===== src/hw/rtl/slr_pkg.sv =====
package slr_pkg;

    localparam int BYTE_W = 8;
    localparam int CRC_W = 16;
    localparam int LEN_W = 16;
    localparam int CNT_W = LEN_W + 1;

    localparam logic [BYTE_W-1:0] SYNC_BYTE = 8'h55;
    localparam logic [BYTE_W-1:0] MARK_BYTE = 8'hFF;
    localparam logic [BYTE_W-1:0] VERSION_BYTE = 8'h01;
    localparam logic [CRC_W-1:0] CRC_POLY = 16'h1021;
    localparam logic [CRC_W-1:0] CRC_INIT_RESET = 16'hFFFF;

    typedef enum logic [2:0] {
        PH_SYNC1 = 3'd0,
        PH_FF    = 3'd1,
        PH_SYNC2 = 3'd2,
        PH_VER   = 3'd3,
        PH_LENH  = 3'd4,
        PH_LENL  = 3'd5,
        PH_BODY  = 3'd6
    } t_phase;

    typedef enum logic [1:0] {
        EV_DATA = 2'd0,
        EV_DONE = 2'd1,
        EV_ERR  = 2'd2
    } t_event;

    typedef enum logic [1:0] {
        ERR_SYNC    = 2'd0,
        ERR_VERSION = 2'd1,
        ERR_ZERO    = 2'd2
    } t_err;

    typedef struct packed {
        logic [1:0]        event_res;
        logic [BYTE_W-1:0] payload_byte;
        logic              crc_ok;
        logic [1:0]        error_code;
    } t_result;

    // One byte of CRC-16-CCITT, MSB first, eight bit steps unrolled.
    function automatic logic [CRC_W-1:0] crc16_byte(input logic [CRC_W-1:0] crc,
                                                    input logic [BYTE_W-1:0] b);
        logic [CRC_W-1:0] c;
        c = crc ^ {b, 8'h00};
        for (int i = 0; i < 8; i++) begin
            if (c[CRC_W-1]) begin
                c = {c[CRC_W-2:0], 1'b0} ^ CRC_POLY;
            end else begin
                c = {c[CRC_W-2:0], 1'b0};
            end
        end
        return c;
    endfunction

endpackage


===== src/hw/rtl/slr_stream_if.sv =====
interface slr_stream_if #(
    parameter type T = logic [7:0]
);
    logic valid;
    logic ready;
    T     payload;

    modport source (output valid, output payload, input ready);
    modport sink (input valid, input payload, output ready);
endinterface


===== src/hw/rtl/sync_length_crc_frame_receiver_unit.sv =====
// Length-prefixed frame receiver with a CRC-16-CCITT check.
// Bytes arrive one per transfer on i_rx (valid/ready, payload is the byte).
// The receiver hunts for 0x55 0xFF 0x55, checks version 0x01, reads a
// big-endian 16-bit length, forwards each payload byte as a data result,
// and after the big-endian CRC gives a frame-done result carrying crc_ok.
// Header mismatches and a zero length give a framing-error result.
// Results leave on o_res as a t_result struct, at most one per input byte.
// The CRC start value is written through i_cfg_we / i_cfg_data; the user must
// write it only while the block is idle, which the block itself does not
// enforce. A write takes effect when the next length field ends. Each input
// byte passes through the input register, then the framing logic, into the
// result register. Throughput is one byte per cycle while o_res is not
// stalled, set by the combinational CRC byte update and phase logic.
// When o_res is stalled the result register holds, the input register still
// fills once, and then i_rx.ready drops until the result is taken.
// A synchronous active-low reset empties both registers, returns the
// receiver to hunting and sets the CRC start value to 0xFFFF.
module sync_length_crc_frame_receiver_unit
    import slr_pkg::*;
(
    input  logic             i_clk,
    input  logic             i_rst_n,
    slr_stream_if.sink       i_rx,
    slr_stream_if.source     o_res,
    input  logic             i_cfg_we,
    input  logic [CRC_W-1:0] i_cfg_data
);

    logic [CRC_W-1:0]  r_crc_init;
    logic              adv;
    logic              byte_vld;
    logic [BYTE_W-1:0] byte_q;
    logic              res_vld;
    t_result           res;

    // The CRC start value is a plain register written at any enabled edge.
    always_ff @(posedge i_clk) begin
        if (!i_rst_n) begin
            r_crc_init <= CRC_INIT_RESET;
        end else if (i_cfg_we) begin
            r_crc_init <= i_cfg_data;
        end
    end

    slr_in_reg u_in_reg (
        .i_clk   (i_clk),
        .i_rst_n (i_rst_n),
        .i_valid (i_rx.valid),
        .i_byte  (i_rx.payload),
        .o_ready (i_rx.ready),
        .i_adv   (adv),
        .o_valid (byte_vld),
        .o_byte  (byte_q)
    );

    slr_deframer u_deframer (
        .i_clk      (i_clk),
        .i_rst_n    (i_rst_n),
        .i_byte_vld (byte_vld),
        .i_byte     (byte_q),
        .i_crc_init (r_crc_init),
        .o_adv      (adv),
        .o_res_vld  (res_vld),
        .o_res      (res),
        .i_res_rdy  (o_res.ready)
    );

    assign o_res.valid   = res_vld;
    assign o_res.payload = res;

endmodule


===== src/hw/rtl/slr_in_reg.sv =====
module slr_in_reg
    import slr_pkg::*;
(
    input  logic              i_clk,
    input  logic              i_rst_n,
    input  logic              i_valid,
    input  logic [BYTE_W-1:0] i_byte,
    output logic              o_ready,
    input  logic              i_adv,
    output logic              o_valid,
    output logic [BYTE_W-1:0] o_byte
);

    logic              r_vld;
    logic [BYTE_W-1:0] r_byte;

    // The stage frees up whenever the next stage takes its byte.
    assign o_ready = !r_vld || i_adv;
    assign o_valid = r_vld;
    assign o_byte  = r_byte;

    always_ff @(posedge i_clk) begin
        if (!i_rst_n) begin
            r_vld <= 1'b0;
        end else if (o_ready) begin
            r_vld <= i_valid;
        end
    end

    always_ff @(posedge i_clk) begin
        if (o_ready && i_valid) begin
            r_byte <= i_byte;
        end
    end

endmodule


===== src/hw/rtl/slr_deframer.sv =====
module slr_deframer
    import slr_pkg::*;
(
    input  logic              i_clk,
    input  logic              i_rst_n,
    input  logic              i_byte_vld,
    input  logic [BYTE_W-1:0] i_byte,
    input  logic [CRC_W-1:0]  i_crc_init,
    output logic              o_adv,
    output logic              o_res_vld,
    output t_result           o_res,
    input  logic              i_res_rdy
);

    t_phase            r_phase, n_phase;
    logic [LEN_W-1:0]  r_len, n_len;
    logic [CNT_W-1:0]  r_cnt, n_cnt;
    logic [CRC_W-1:0]  r_crc, n_crc;
    logic [BYTE_W-1:0] r_crc_hi, n_crc_hi;
    logic              r_res_vld, n_emit;
    t_result           r_res, n_res;
    logic              fire;

    assign o_adv     = !r_res_vld || i_res_rdy;
    assign fire      = i_byte_vld && o_adv;
    assign o_res_vld = r_res_vld;
    assign o_res     = r_res;

    always_comb begin
        n_phase  = r_phase;
        n_len    = r_len;
        n_cnt    = r_cnt;
        n_crc    = r_crc;
        n_crc_hi = r_crc_hi;
        n_emit   = 1'b0;
        n_res    = '0;
        unique case (r_phase)
            PH_SYNC1, PH_FF, PH_SYNC2: begin
                if ((r_phase == PH_FF && i_byte == MARK_BYTE) ||
                    (r_phase != PH_FF && i_byte == SYNC_BYTE)) begin
                    n_phase = t_phase'(r_phase + 3'd1);
                end else begin
                    n_phase = PH_SYNC1;
                    n_len   = '0;
                    n_cnt   = '0;
                    n_emit  = 1'b1;
                    n_res.event_res  = EV_ERR;
                    n_res.error_code = ERR_SYNC;
                end
            end
            PH_VER: begin
                if (i_byte == VERSION_BYTE) begin
                    n_phase = PH_LENH;
                end else begin
                    n_phase = PH_SYNC1;
                    n_len   = '0;
                    n_cnt   = '0;
                    n_emit  = 1'b1;
                    n_res.event_res  = EV_ERR;
                    n_res.error_code = ERR_VERSION;
                end
            end
            PH_LENH: begin
                n_len   = {i_byte, 8'h00};
                n_phase = PH_LENL;
            end
            PH_LENL: begin
                n_len   = {r_len[LEN_W-1:BYTE_W], i_byte};
                n_cnt   = '0;
                n_crc   = i_crc_init;
                n_phase = PH_BODY;
            end
            PH_BODY: begin
                n_cnt = r_cnt + 1'b1;
                if (r_len == '0) begin
                    n_phase = PH_SYNC1;
                    n_cnt   = '0;
                    n_emit  = 1'b1;
                    n_res.event_res  = EV_ERR;
                    n_res.error_code = ERR_ZERO;
                end else if (r_cnt < {1'b0, r_len}) begin
                    // The first payload byte stays out of the CRC.
                    if (r_cnt != '0) begin
                        n_crc = crc16_byte(r_crc, i_byte);
                    end
                    n_emit = 1'b1;
                    n_res.event_res    = EV_DATA;
                    n_res.payload_byte = i_byte;
                end else if (r_cnt == {1'b0, r_len}) begin
                    n_crc_hi = i_byte;
                end else begin
                    n_phase = PH_SYNC1;
                    n_len   = '0;
                    n_cnt   = '0;
                    n_emit  = 1'b1;
                    n_res.event_res = EV_DONE;
                    n_res.crc_ok    = ({r_crc_hi, i_byte} == r_crc);
                end
            end
            default: begin
                n_phase = PH_SYNC1;
                n_len   = '0;
                n_cnt   = '0;
            end
        endcase
    end

    always_ff @(posedge i_clk) begin
        if (!i_rst_n) begin
            r_phase   <= PH_SYNC1;
            r_len     <= '0;
            r_cnt     <= '0;
            r_crc     <= CRC_INIT_RESET;
            r_crc_hi  <= '0;
            r_res_vld <= 1'b0;
        end else begin
            if (fire) begin
                r_phase  <= n_phase;
                r_len    <= n_len;
                r_cnt    <= n_cnt;
                r_crc    <= n_crc;
                r_crc_hi <= n_crc_hi;
            end
            if (o_adv) begin
                r_res_vld <= fire && n_emit;
            end
        end
    end

    always_ff @(posedge i_clk) begin
        if (fire) begin
            r_res <= n_res;
        end
    end

`ifndef SYNTH
    a_back_to_hunt: assert property (@(posedge i_clk) disable iff (!i_rst_n)
        (fire && n_emit && n_res.event_res != EV_DATA) |=> r_phase == PH_SYNC1)
        else $error("phase did not return to hunting after a frame end");

    a_count_bound: assert property (@(posedge i_clk) disable iff (!i_rst_n)
        (r_phase == PH_BODY) |-> (r_cnt <= {1'b0, r_len} + 1'b1))
        else $error("byte count ran past the frame");

    a_payload_zero: assert property (@(posedge i_clk) disable iff (!i_rst_n)
        (r_res_vld && r_res.event_res != EV_DATA) |-> r_res.payload_byte == '0)
        else $error("payload byte set on a non-data result");

    a_ok_only_done: assert property (@(posedge i_clk) disable iff (!i_rst_n)
        (r_res_vld && r_res.crc_ok) |-> r_res.event_res == EV_DONE)
        else $error("crc_ok set outside a frame-done result");
`endif

endmodule

===== src/flat_wrapper.sv =====
// flat-port wrapper written by rule: the top's interface ports become plain ports
module sync_length_crc_frame_receiver_unit_flat import slr_pkg::*;
  (i_clk, i_rst_n, i_cfg_we, i_cfg_data, i_rx_valid, i_rx_payload, i_rx_ready, o_res_valid, o_res_payload, o_res_ready);
  slr_stream_if i_rx_i ();
  slr_stream_if o_res_i ();
  input  logic i_clk;
  input  logic i_rst_n;
  input  logic i_cfg_we;
  input  logic [CRC_W-1:0] i_cfg_data;
  input wire logic [$bits(i_rx_i.valid)-1:0] i_rx_valid;
  input wire logic [$bits(i_rx_i.payload)-1:0] i_rx_payload;
  output wire logic [$bits(i_rx_i.ready)-1:0] i_rx_ready;
  output wire logic [$bits(o_res_i.valid)-1:0] o_res_valid;
  output wire logic [$bits(o_res_i.payload)-1:0] o_res_payload;
  input wire logic [$bits(o_res_i.ready)-1:0] o_res_ready;
  assign i_rx_i.valid = i_rx_valid;
  assign i_rx_i.payload = i_rx_payload;
  assign i_rx_ready = i_rx_i.ready;
  assign o_res_valid = o_res_i.valid;
  assign o_res_payload = o_res_i.payload;
  assign o_res_i.ready = o_res_ready;
  sync_length_crc_frame_receiver_unit u_core (.i_clk(i_clk), .i_rst_n(i_rst_n), .i_rx(i_rx_i), .o_res(o_res_i), .i_cfg_we(i_cfg_we), .i_cfg_data(i_cfg_data));
endmodule

===== config.mk =====
export PLATFORM = sky130hd
export DESIGN_NAME = sync_length_crc_frame_receiver_unit_flat
export DESIGN_NICKNAME = d
export VERILOG_FILES = /design/src/hw/rtl/slr_pkg.sv /design/src/hw/rtl/slr_stream_if.sv /design/src/hw/rtl/sync_length_crc_frame_receiver_unit.sv /design/src/hw/rtl/slr_in_reg.sv /design/src/hw/rtl/slr_deframer.sv /design/src/flat_wrapper.sv
export SDC_FILE = /design/constraint.sdc
export NUM_CORES = 1
export LEC_CHECK = 0
export ABC_AREA = 1
export ABC_CLOCK_PERIOD_IN_PS = 3200
export BUFFER_PORTS_ARGS = -buffer_cell sky130_fd_sc_hd__buf_2
export CORE_ASPECT_RATIO = 1.5
export CORE_MARGIN = 2
export CORE_UTILIZATION = 65
export DETAILED_ROUTE_END_ITERATION = 7
export GPL_ROUTABILITY_DRIVEN = 1
export HOLD_SLACK_MARGIN = 0.15
export PLACE_DENSITY = 0.95
export SETUP_SLACK_MARGIN = 0.15
export SLEW_MARGIN = 15
export SYNTH_ARGS = -nofsm -noshare
export SYNTH_HDL_FRONTEND = slang
export SYNTH_SLANG_ARGS = --single-unit

===== constraint.sdc =====
create_clock -name i_clk -period 3.2 [get_ports i_clk]
set_input_delay 0.96 -clock i_clk [delete_from_list [all_inputs] [get_ports i_clk]]
set_output_delay 0.96 -clock i_clk [all_outputs]
set_load 0.03 [all_outputs]

Word level (Yosys, flattened, before mapping)
Index checks and enable logic that the tools add are counted.
{"block": "op_classes", "add_sub_neg": 2, "n_mul": 0, "div_mod_pow": 0, "magnitude_cmp": 1, "n_eq_ne": 21, "shift": 0, "muxes": 67, "bitwise": 14, "reduce_logical": 23}
{"cell": "16-bit 2-to-1 mux", "count": 36}
{"cell": "13-bit 2-to-1 mux", "count": 8}
{"cell": "17-bit 2-to-1 mux", "count": 5}
{"cell": "16-bit case mux with 5 select lines", "count": 1}
{"cell": "17-bit case mux with 4 select lines", "count": 1}
{"cell": "16-bit case mux with 2 select lines", "count": 1}
{"cell": "3-bit NOT", "count": 8}
{"cell": "17-bit by 1-bit adder with 17-bit output (second input constant)", "count": 1}
{"cell": "17-bit by 16-bit equality test with 1-bit output", "count": 1}
{"cell": "17-bit by 16-bit less-than comparator with 1-bit output", "count": 1}
{"cell": "17-bit nonzero test", "count": 1}
{"cell": "16-bit equality test", "count": 1}
{"cell": "16-bit zero test", "count": 1}
{"cell": "16-bit XOR", "count": 1}
{"cell": "3-bit 2-to-1 mux", "count": 5}
{"cell": "3-bit case mux with 5 select lines", "count": 1}
{"cell": "2-bit != test (second input constant)", "count": 7}
{"cell": "5-bit AND reduction", "count": 2}
{"cell": "3-bit equality test (second input constant)", "count": 3}
{"cell": "8-bit by 1-bit equality test with 1-bit output (second input constant)", "count": 1}
{"cell": "8-bit by 7-bit equality test with 1-bit output (second input constant)", "count": 1}
{"cell": "8-bit equality test (second input constant)", "count": 1}
{"cell": "7-bit AND reduction", "count": 1}
{"cell": "3-bit by 2-bit equality test with 1-bit output (second input constant)", "count": 2}
{"cell": "other kinds (19)", "count": 37}
{"block": "word_totals", "ff_bits": 94, "latch_bits": 0, "mem_bits_rw": 0, "rom_bits": 0, "output_inout_bits": 10, "memories": 0}

Depth between registers and ports, before layout
Gate-level depths: netlist of run 1.
{"block": "logic_depth", "ltp_word": 49, "mapped_depth": 16}

Cells and area by module
From an unflattened synthesis of run 1, not the netlist that was laid out.
{"block": "unflattened", "cells_unflattened": 787, "area_unflattened_um2": 5799.3}
{"mod": "slr_deframer", "instances": 1, "cells_per_inst": 702, "area_each_um2": 4839.6}
{"mod": "sync_length_crc_frame_receiver_unit", "instances": 1, "cells_per_inst": 70, "area_each_um2": 668.1}
{"mod": "slr_in_reg", "instances": 1, "cells_per_inst": 15, "area_each_um2": 291.5}

Worst setup path after synthesis of run 1
Ideal clock, no wire load.
{"block": "synth_path", "path_type": "input port to flip-flop", "start": "input o_res_ready", "end": "register u_core.u_deframer.r_crc[14]", "setup_time_ns": 0.134, "arrival_time_ns": 2.158, "required_ns": 3.066, "setup_slack_ns": 0.909, "cell_stages": 10, "n_path_buf": 1, "cell_sequence": "inv_1 nand2_1 nand2_1 inv_1 nand2_2 a21oi_4 nand2_4 buf_6 nand2_1 nand3_1"}
{"block": "synth_between", "elab_chain_cells": 3}
{"element": "from (decl)", "line_no": "flat_wrapper.sv:15", "source": "input wire logic [$bits(o_res_i.ready)-1:0] o_res_ready;"}
{"element": "1-bit logical OR", "line_no": "slr_deframer.sv:24", "source": "assign o_adv = !r_res_vld || i_res_rdy;"}
{"element": "1-bit logical AND", "line_no": "slr_deframer.sv:25", "source": "assign fire = i_byte_vld && o_adv;"}
{"element": "via u_core.u_deframer.fire", "line_no": "slr_deframer.sv:22", "source": "logic fire;"}
{"element": "5-bit AND reduction (no source line)"}
{"element": "to (signal assigned)", "line_no": "slr_deframer.sv:121", "source": "r_crc <= n_crc;"}
{"element": "to (decl)", "line_no": "slr_deframer.sv:18", "source": "logic [CRC_W-1:0] r_crc, n_crc;"}
The timed path passes the listed nets, and every way through them passes these cells.
A chain may end at the register's enable or synchronous reset.

Worst setup path after layout of run 1
{"block": "layout_path", "start": "register u_core.u_deframer.r_len[8]", "end": "register u_core.u_deframer.r_crc[10]"}
{"block": "layout_between", "elab_chain_cells": 3}
{"element": "from (decl)", "line_no": "slr_deframer.sv:16", "source": "logic [LEN_W-1:0] r_len, n_len;"}
{"element": "from (signal assigned)", "line_no": "slr_deframer.sv:119", "source": "r_len <= n_len;"}
{"element": "17-bit by 16-bit less-than comparator with 1-bit output or 16-bit zero test (tied branches)", "line_no": "slr_deframer.sv:81, slr_deframer.sv:75"}
{"element": "2-bit != test (no source line)"}
{"element": "5-bit AND reduction (no source line) (*)"}
Every way passes the cells marked *; elsewhere a longest branch is shown, timed or not.

==> results of run 1 <==
==> metrics by stage <==
| step | std cells | cell area (um2) | utilization (%) |
|---|---|---|---|
| detailed placement | 906 | 5670 | 70.4 |
| CTS | 922 | 5980 | 74.2 |
| global placement | 906 | 5670 | 70.4 |
| global route | 922 | 5980 | 74.2 |
| floorplan | 783 | 5440 | - |
| finish | 922 | 5980 | 74.2 |
==> flip-flops by register name, summed over array words and instances, names as in the netlist <==
| register | cells |
|---|---|
| u_core.u_in_reg.o_valid | 1 |
| u_core.u_deframer.r_len | 16 |
| u_core.u_deframer.r_phase | 3 |
| u_core.u_deframer.o_res | 8 |
| u_core.u_deframer.r_crc_hi | 8 |
| u_core.u_deframer.r_crc | 16 |
| u_core.u_in_reg.o_byte | 8 |
| u_core.u_deframer.o_res_vld | 1 |
| u_core.u_deframer.r_cnt | 17 |
| u_core.r_crc_init | 16 |
==> layout make-up <==
cell class                      count  area [um2]  share of cell area, %
Inverter                           91         342                   5.71
Timing Repair Buffer               41         213                   3.56
Clock inverter                      7        80.1                   1.34
Sequential cell                    94        2040                   34.2
Tap cell                          105         131                   2.20
Multi-Input combinational cell    575        2950                   49.3
Clock buffer                        9         225                   3.77
==> report_power, final <==
part / switching (mW) / total, mW / internal [mW]
logic: 0.221 / 0.331 / 0.110
clock network: 0.487 / 1.10 / 0.616
registers: 0.0350 / 1.28 / 1.24
total: 0.743 / 2.71 / 1.97
==> critical path, cell delays in order (launching register included) <==
cell and delay, ns:
dfxtp_1 0.30, inv_1 0.10, ha_1 0.38, nand2_1 0.11
nor2_1 0.08, nand3_1 0.12, nor2_2 0.06, nor2_4 0.15
nand2_4 0.09, o21ai_4 0.44, nand2_4 0.24, nand2_1 0.13
nand3_1 0.08
==> layer usage <==
layer,up-vias,global-route usage (%),share of wire (%)
li1,2550,-,-
met2,269,59.6,52
met4,0,24.4,7.2
met3,82,4.83,5.3
met5,-,0,0
met1,2406,32.2,36
==> worst max-delay path by stage <==
| stage | start | slack (ns) | end |
|---|---|---|---|
| 6_report | u_core.u_deframer.r_len[8] | 0.78 | u_core.u_deframer.r_crc[10] |
| 5_1_grt | u_core.u_deframer.r_phase[0] | 0.60 | u_core.u_deframer.r_crc[12] |
| 4_1_cts | o_res_ready | 0.82 | i_rx_ready |
| 3_5_place_dp | o_res_ready | 0.77 | u_core.u_deframer.r_cnt[7] |
| 3_3_place_gp | o_res_ready | 0.82 | i_rx_ready |
| 2_1_floorplan | o_res_ready | 0.91 | u_core.u_deframer.r_crc[14] |
==> cell families (layout without fill, tap and decap cells) <==
group	after synthesis	after routing
DFF	94	94
AOI/OAI and AO/OA	71	71
buffers and inverters	114	148
and+or+nand+nor	448	448
adders and majority gates	23	23
xor gates and xnor gates	33	33
==> cell usage in the layout, fill, tap and decap left out, drive strengths merged <==
cell type	instances
nor4	4
xor2	13
nand2	217
inv	93
bufinv	1
a21oi	33
o21a	1
buf	41
dfxtp	78
nand4	10
and3	1
a21o	1
clkinv	4
edfxtp	16
clkbuf	9
o22ai	1
ha	23
o21bai	3
nor2	112
or2	5
nand3	84
nor3	9
o21ai	32
xnor2	20
nand3b	6
==> qor.csv, run 1 <==
metric;value;unit
status;completed;
Async SR Flop Fraction;0;%
nets@finish;864;
power consumption;2.71;mW
simple-gate share of the synthesized area;36.1;%
die width;78.7;um
Yosys top cell area share;28.7;%
Syn Nets;835;
final hold violations;0;
initial antenna violation count;0;
vias in the first global route;5217;
share of layout cells above drive strength 1;11.5;%
Rows;40;
GPL Wtd Cong;0.968;
synth cell count leaders;nand2_1 (204), nor2_1 (108), nand3_1 (82);
total number of vias;5307;
Pleak;2.87;nW
critical path peak fanout;17;
wire per inst;15.0;um
CTS Buf Count;9;
worst r2r src;u_core.u_deframer.r_len[8];
worst hold path type;reg2reg;
CTS sink cnt;94;
crit end category;flip-flop;
Die ar.;9130;um2
DRT Pass-1 Iters;6;
worst-case clock buffer depth;2;
IO buf count;38;
Mapped Area;5440;um2
clk slew on worst S/H paths;0.07;ns
post_cts resized;0;
reg2reg path depth;12;
post-synthesis adder-cell area fraction;5.29;%
count leader, synth;nand2_1;
ant diodes;0;
via/cell ratio;5.76;
sequential area share after synthesis;37.5;%
XOR/XNOR Fraction of Synth Area;5.59;%
setup bufs post-CTS;0;
Place WS;0.774;ns
Post-Route WL;13900;um
Detail Placement HPWL;9960;um
hold endpoint;u_core.r_crc_init[4];
worst setup margin;0.775;ns
total of fill cells in the finished design;574;
Worst-Skew Late Latency;0.36;ns
Tcrit/Tclk final;75.8;%
Area Growth Syn to Fin;9.89;%
Initial Utilization;67.5;%
Hold Startpoint;u_core.r_crc_init[4];
grt ovf;0;
# DRC;0;
CTS H-Tree Depth;3;
largest family of logic cells by synthesized area;simple AND/OR/NAND/NOR gates;
YS warnings;0;
root buffer cell;clkbuf_16;
largest area contributor in the netlist;dfxtp_1;
Max-slew headroom;60.7;%
reg2reg setup slack;0.78;ns
Core ar.;8060;um2
FMAX;412;MHz
drt initial violations;421;
Tightest Pin Transition;0.586;ns
first-pass GRT wire length;23100;um
CTS Hold Bufs;0;
portion of netlist area occupied by mux cells;0;%
critical path launch point type;flip-flop;
Worst EP required;3.42;ns
largest net degree at the start of global routing;52;
count of final setup violators;0;
Post-synth EDFFs;16;
Detail Route Antenna Nets;0;
max-cap viol count;0;
worst hold path depth;2;
Synth Instances;783;
fin crit period;2.42;ns
GR Util All Layers;32.3;%
critical path class;reg2reg;
Primary FF master, synth;dfxtp_1;
die height;116;um
Critical R2R Capture;u_core.u_deframer.r_crc[10];
Final Skew;0.0129;ns
Seq cells post-synth;94;
Slew Viols, Final;0;
Syn Area/Cell;6.95;um2
VDD IR-drop max;396;uV
WHS;0.461;ns
library cells used by synthesis;40;
I/O Pins;39;
power density cells;453;nW/um2
crit path DAT;2.64;ns
CTS tree;yes;
Setup Total Neg Slack;0;ns
Compound-Gate Fraction of Synth Area;7.20;%
Synth area leaders;dfxtp_1 (29%), nand2_1 (14%), edfxtp_1 (8.8%);
RSZ-0062 raised after global routing;no;
Power figures use the tool's default switching activity.
==> run 2, diff against run 1 <==
Settings changed: ABC_AREA 1 to 0, ABC_CLOCK_PERIOD_IN_PS 3200 to 2400, CORE_UTILIZATION 65 to 61, PLACE_DENSITY 0.95 to 0.93.
Clock period 3.2 ns to 2.4 ns, I/O delays scaled along.
==> qor.csv, run 2 <==
metric;value;unit;change
Detail Route Antenna Nets;0;;unchanged
CTS Hold Bufs;0;;unchanged
Pleak;2.76;nW;-3.7%
Primary FF master, synth;dfxtp_1;;
critical path class;reg2reg;;
Final Skew;0.0148;ns;+0.00186 ns
ant diodes;0;;unchanged
Post-Route WL;23200;um;+68%
share of layout cells above drive strength 1;38.7;%;+27 points
commonest non-fill, non-tap cells in the layout;nand2_1 (69), buf_4 (58), dfxtp_1 (56);;
crit path DAT;3.20;ns;+0.56 ns
critical path peak fanout;6;;-11
grt ovf;0;;unchanged
power density cells;503;nW/um2;+11%
YS warnings;0;;unchanged
Worst EP required;2.68;ns;-0.74 ns
nets@finish;726;;-16%
via/cell ratio;7.50;;+30%
Initial Utilization;62.6;%;-4.9 points
clk slew on worst S/H paths;0.07;ns;about the same
Slew Viols, Final;0;;unchanged
I/O Pins;39;;unchanged
placed cells;735;;-19%
worst-case clock buffer depth;2;;unchanged
Final Util;85.5;%;+11 points
count leader, synth;dfxtp_1;;
crit path cell chain;inv_2, ha_4, a211oi_2, nor2_1, a2111o_1, a211oi_4, buf_6, buf_12, buf_16, a41oi_2, o31ai_4;;
combinational power share;14.0;%;+1.8 points
Mapped Area;5240;um2;-3.7%
count of final setup violators;65;;+65
max reg flops;17;;unchanged
Synth Instances;581;;-26%
Synth area leaders;dfxtp_1 (30%), edfxtp_1 (9.2%), mux2i_1 (7.8%);;
Finished Layout Cells;786;;-15%
Detail Placement HPWL;10500;um;+5.7%
vias in the first global route;5567;;+6.7%
largest area contributor in the netlist;dfxtp_1;;
commonest non-fill, non-tap cell in the layout;nand2_1;;
Most flops, register;u_core.u_deframer.r_cnt;;
die width;79.7;um;+1.2%
slowest CP cell;a211oi_4;;
largest net degree at the start of global routing;65;;+25%
Post-synth EDFFs;16;;unchanged
Core ar.;8360;um2;+3.8%
VDD IR-drop max;753;uV;+90%
fin crit period;2.91;ns;+0.489 ns
Flop pwr share;46.5;%;-0.6 points
CTS sink cnt;94;;unchanged
worst setup margin;-0.513;ns;-1.29 ns
library cells used by synthesis;59;;+48%
drt initial violations;967;;+130%
worst hold path type;reg2reg;;
die height;117;um;+1.2%
Max-slew headroom;52.9;%;-7.8 points
Syn Area/Cell;9.01;um2;+30%
WHS;0.476;ns;+0.0146 ns
initial antenna violation count;0;;unchanged
status;finished with violations;;
CTS Buf Count;9;;unchanged
GR Util All Layers;43.0;%;+11 points
CTS tree;yes;;
internal power of the cells;2.56;mW;+30%
sequential area share after synthesis;39.0;%;+1.5 points
final hold violations;0;;unchanged
P_sw;1.04;mW;+39%
Async SR Flop Fraction;0;%;unchanged
Yosys top cell area share;29.8;%;+1.1 points
Worst-Skew Late Latency;0.37;ns;about the same
IO buf count;38;;unchanged
RSZ-0062 raised after global routing;yes;;
total of fill cells in the finished design;397;;-31%
CP peak stage delay;0.46;ns;+0.02 ns
Die ar.;9360;um2;+2.5%
Seq cells post-synth;94;;unchanged
GPL Wtd Cong;0.935;;-3.3%
Area Growth Syn to Fin;36.6;%;
total number of vias;5898;;+11%
violated checks;DRC, setup timing;;
power consumption;3.60;mW;+33%
max-cap viol count;0;;unchanged
Rows;41;;+2.5%
DRT Pass-1 Iters;8;;+2
Clk pwr share;39.5;%;-1.2 points
Tightest Pin Transition;0.705;ns;+0.119 ns
synth cell count leaders;dfxtp_1 (78), nand2_1 (73), mux2i_1 (41);;
root buffer cell;clkbuf_16;;
switching share of power;28.8;%;+1.4 points
crit end category;flip-flop;;
# DRC;14;;+14
first-pass GRT wire length;30100;um;+30%
CTS H-Tree Depth;3;;unchanged
FMAX;343;MHz;-17%
wire per inst;29.6;um;+97%
Syn Nets;633;;-24%
critical path launch point type;flip-flop;;
Tcrit/Tclk final;121;%;+46 points
## run 2: cell count changes in the layout (fill, tap and decap cells not counted), sizes merged, moves of 22 or more
cell / change
and3: +22
buf: +75
inv: -59
mux2i: +41
nand2: -144
nand3: -58
nor2: -88
## run 2: final cells by class
type                    instances  area [um2]  area share, %
flip-flops and latches         94        2070           29.0
multi-input cells             423        3610           50.5
clock inverters                 7        60.1          0.840
clock buffers                   9         225           3.15
well taps                     107         134           1.87
inverters                      29         109           1.52
repair buffers                117         940           13.1
## run 2: kinds of logic (layout without fill, tap and decap cells)
family	after synthesis	in the layout	synth area share, %
XOR/XNOR	40	40	6.69
adder cells (fa/ha/maj)	23	23	5.50
AO/OA/AOI/OAI	92	92	13.2
flip-flops	94	94	39.0
AND/OR/NAND/NOR	222	222	22.0
multiplexers	46	46	8.91
buffers and inverters	64	162	4.73
## run 2: worst paths after layout
check,slack (ns),to,cells past startpoint,start
max,-0.51,u_core.u_deframer.r_cnt[6],11,u_core.u_deframer.r_len[6]
min,0.48,u_core.r_crc_init[11],2,u_core.r_crc_init[11]
max reg2reg,-0.51,u_core.u_deframer.r_cnt[6],11,u_core.u_deframer.r_len[6]
min reg2reg,0.48,u_core.r_crc_init[11],2,u_core.r_crc_init[11]
## run 2: metal layers
| metal | up-vias | global-route usage (%) | routed length, um | share of wire, % |
|---|---|---|---|---|
| met5 | - | 0 | 34 | 0.15 |
| met3 | 308 | 12.2 | 2900 | 12 |
| met2 | 656 | 69.3 | 10400 | 45 |
| met4 | 2 | 37.1 | 3050 | 13 |
| li1 | 2293 | - | - | - |
| met1 | 2639 | 44.5 | 6870 | 30 |
## run 2: worst max-delay path: cells and delay by family, from the launching register on
family                     cells  cell delay, ns
adders and majority gates      1            0.26
AOI/OAI and AO/OA              5            1.49
buffers and inverters          4            0.53
DFF                            1            0.38
and+or+nand+nor                1            0.15
## run 2: what timing repair did
action                                  in CTS  in global routing
pin swaps                                   30                 51
resized for setup                           79                 76
endpoints found under the setup margin      66                 67
buffers inserted                            22                 10
cloned                                       2                  1
## run 2: metrics by stage
| step | TNS (ns) | instance area, um2 | setup WS (ns) |
|---|---|---|---|
| after floorplan | 0 | 5250 | 0.153 |
| final | -18.48 | 7150 | -0.513 |
| after CTS | 0 | 6670 | 0.0994 |
| after global placement | 0 | 5790 | 0.0313 |
| after global routing | -24.20 | 7150 | -0.580 |
| after detailed placement | -4.40 | 5790 | -0.182 |
## run 2: power by group through the flow
stage | clock network, mW | logic [mW] | registers (mW)
2_1_floorplan | 0 | 0.233 | 1.70
3_3_place_gp | 0 | 0.343 | 1.70
3_5_place_dp | 0 | 0.356 | 1.70
4_1_cts | 1.40 | 0.397 | 1.67
5_1_grt | 1.49 | 0.519 | 1.67
6_report | 1.42 | 0.503 | 1.67
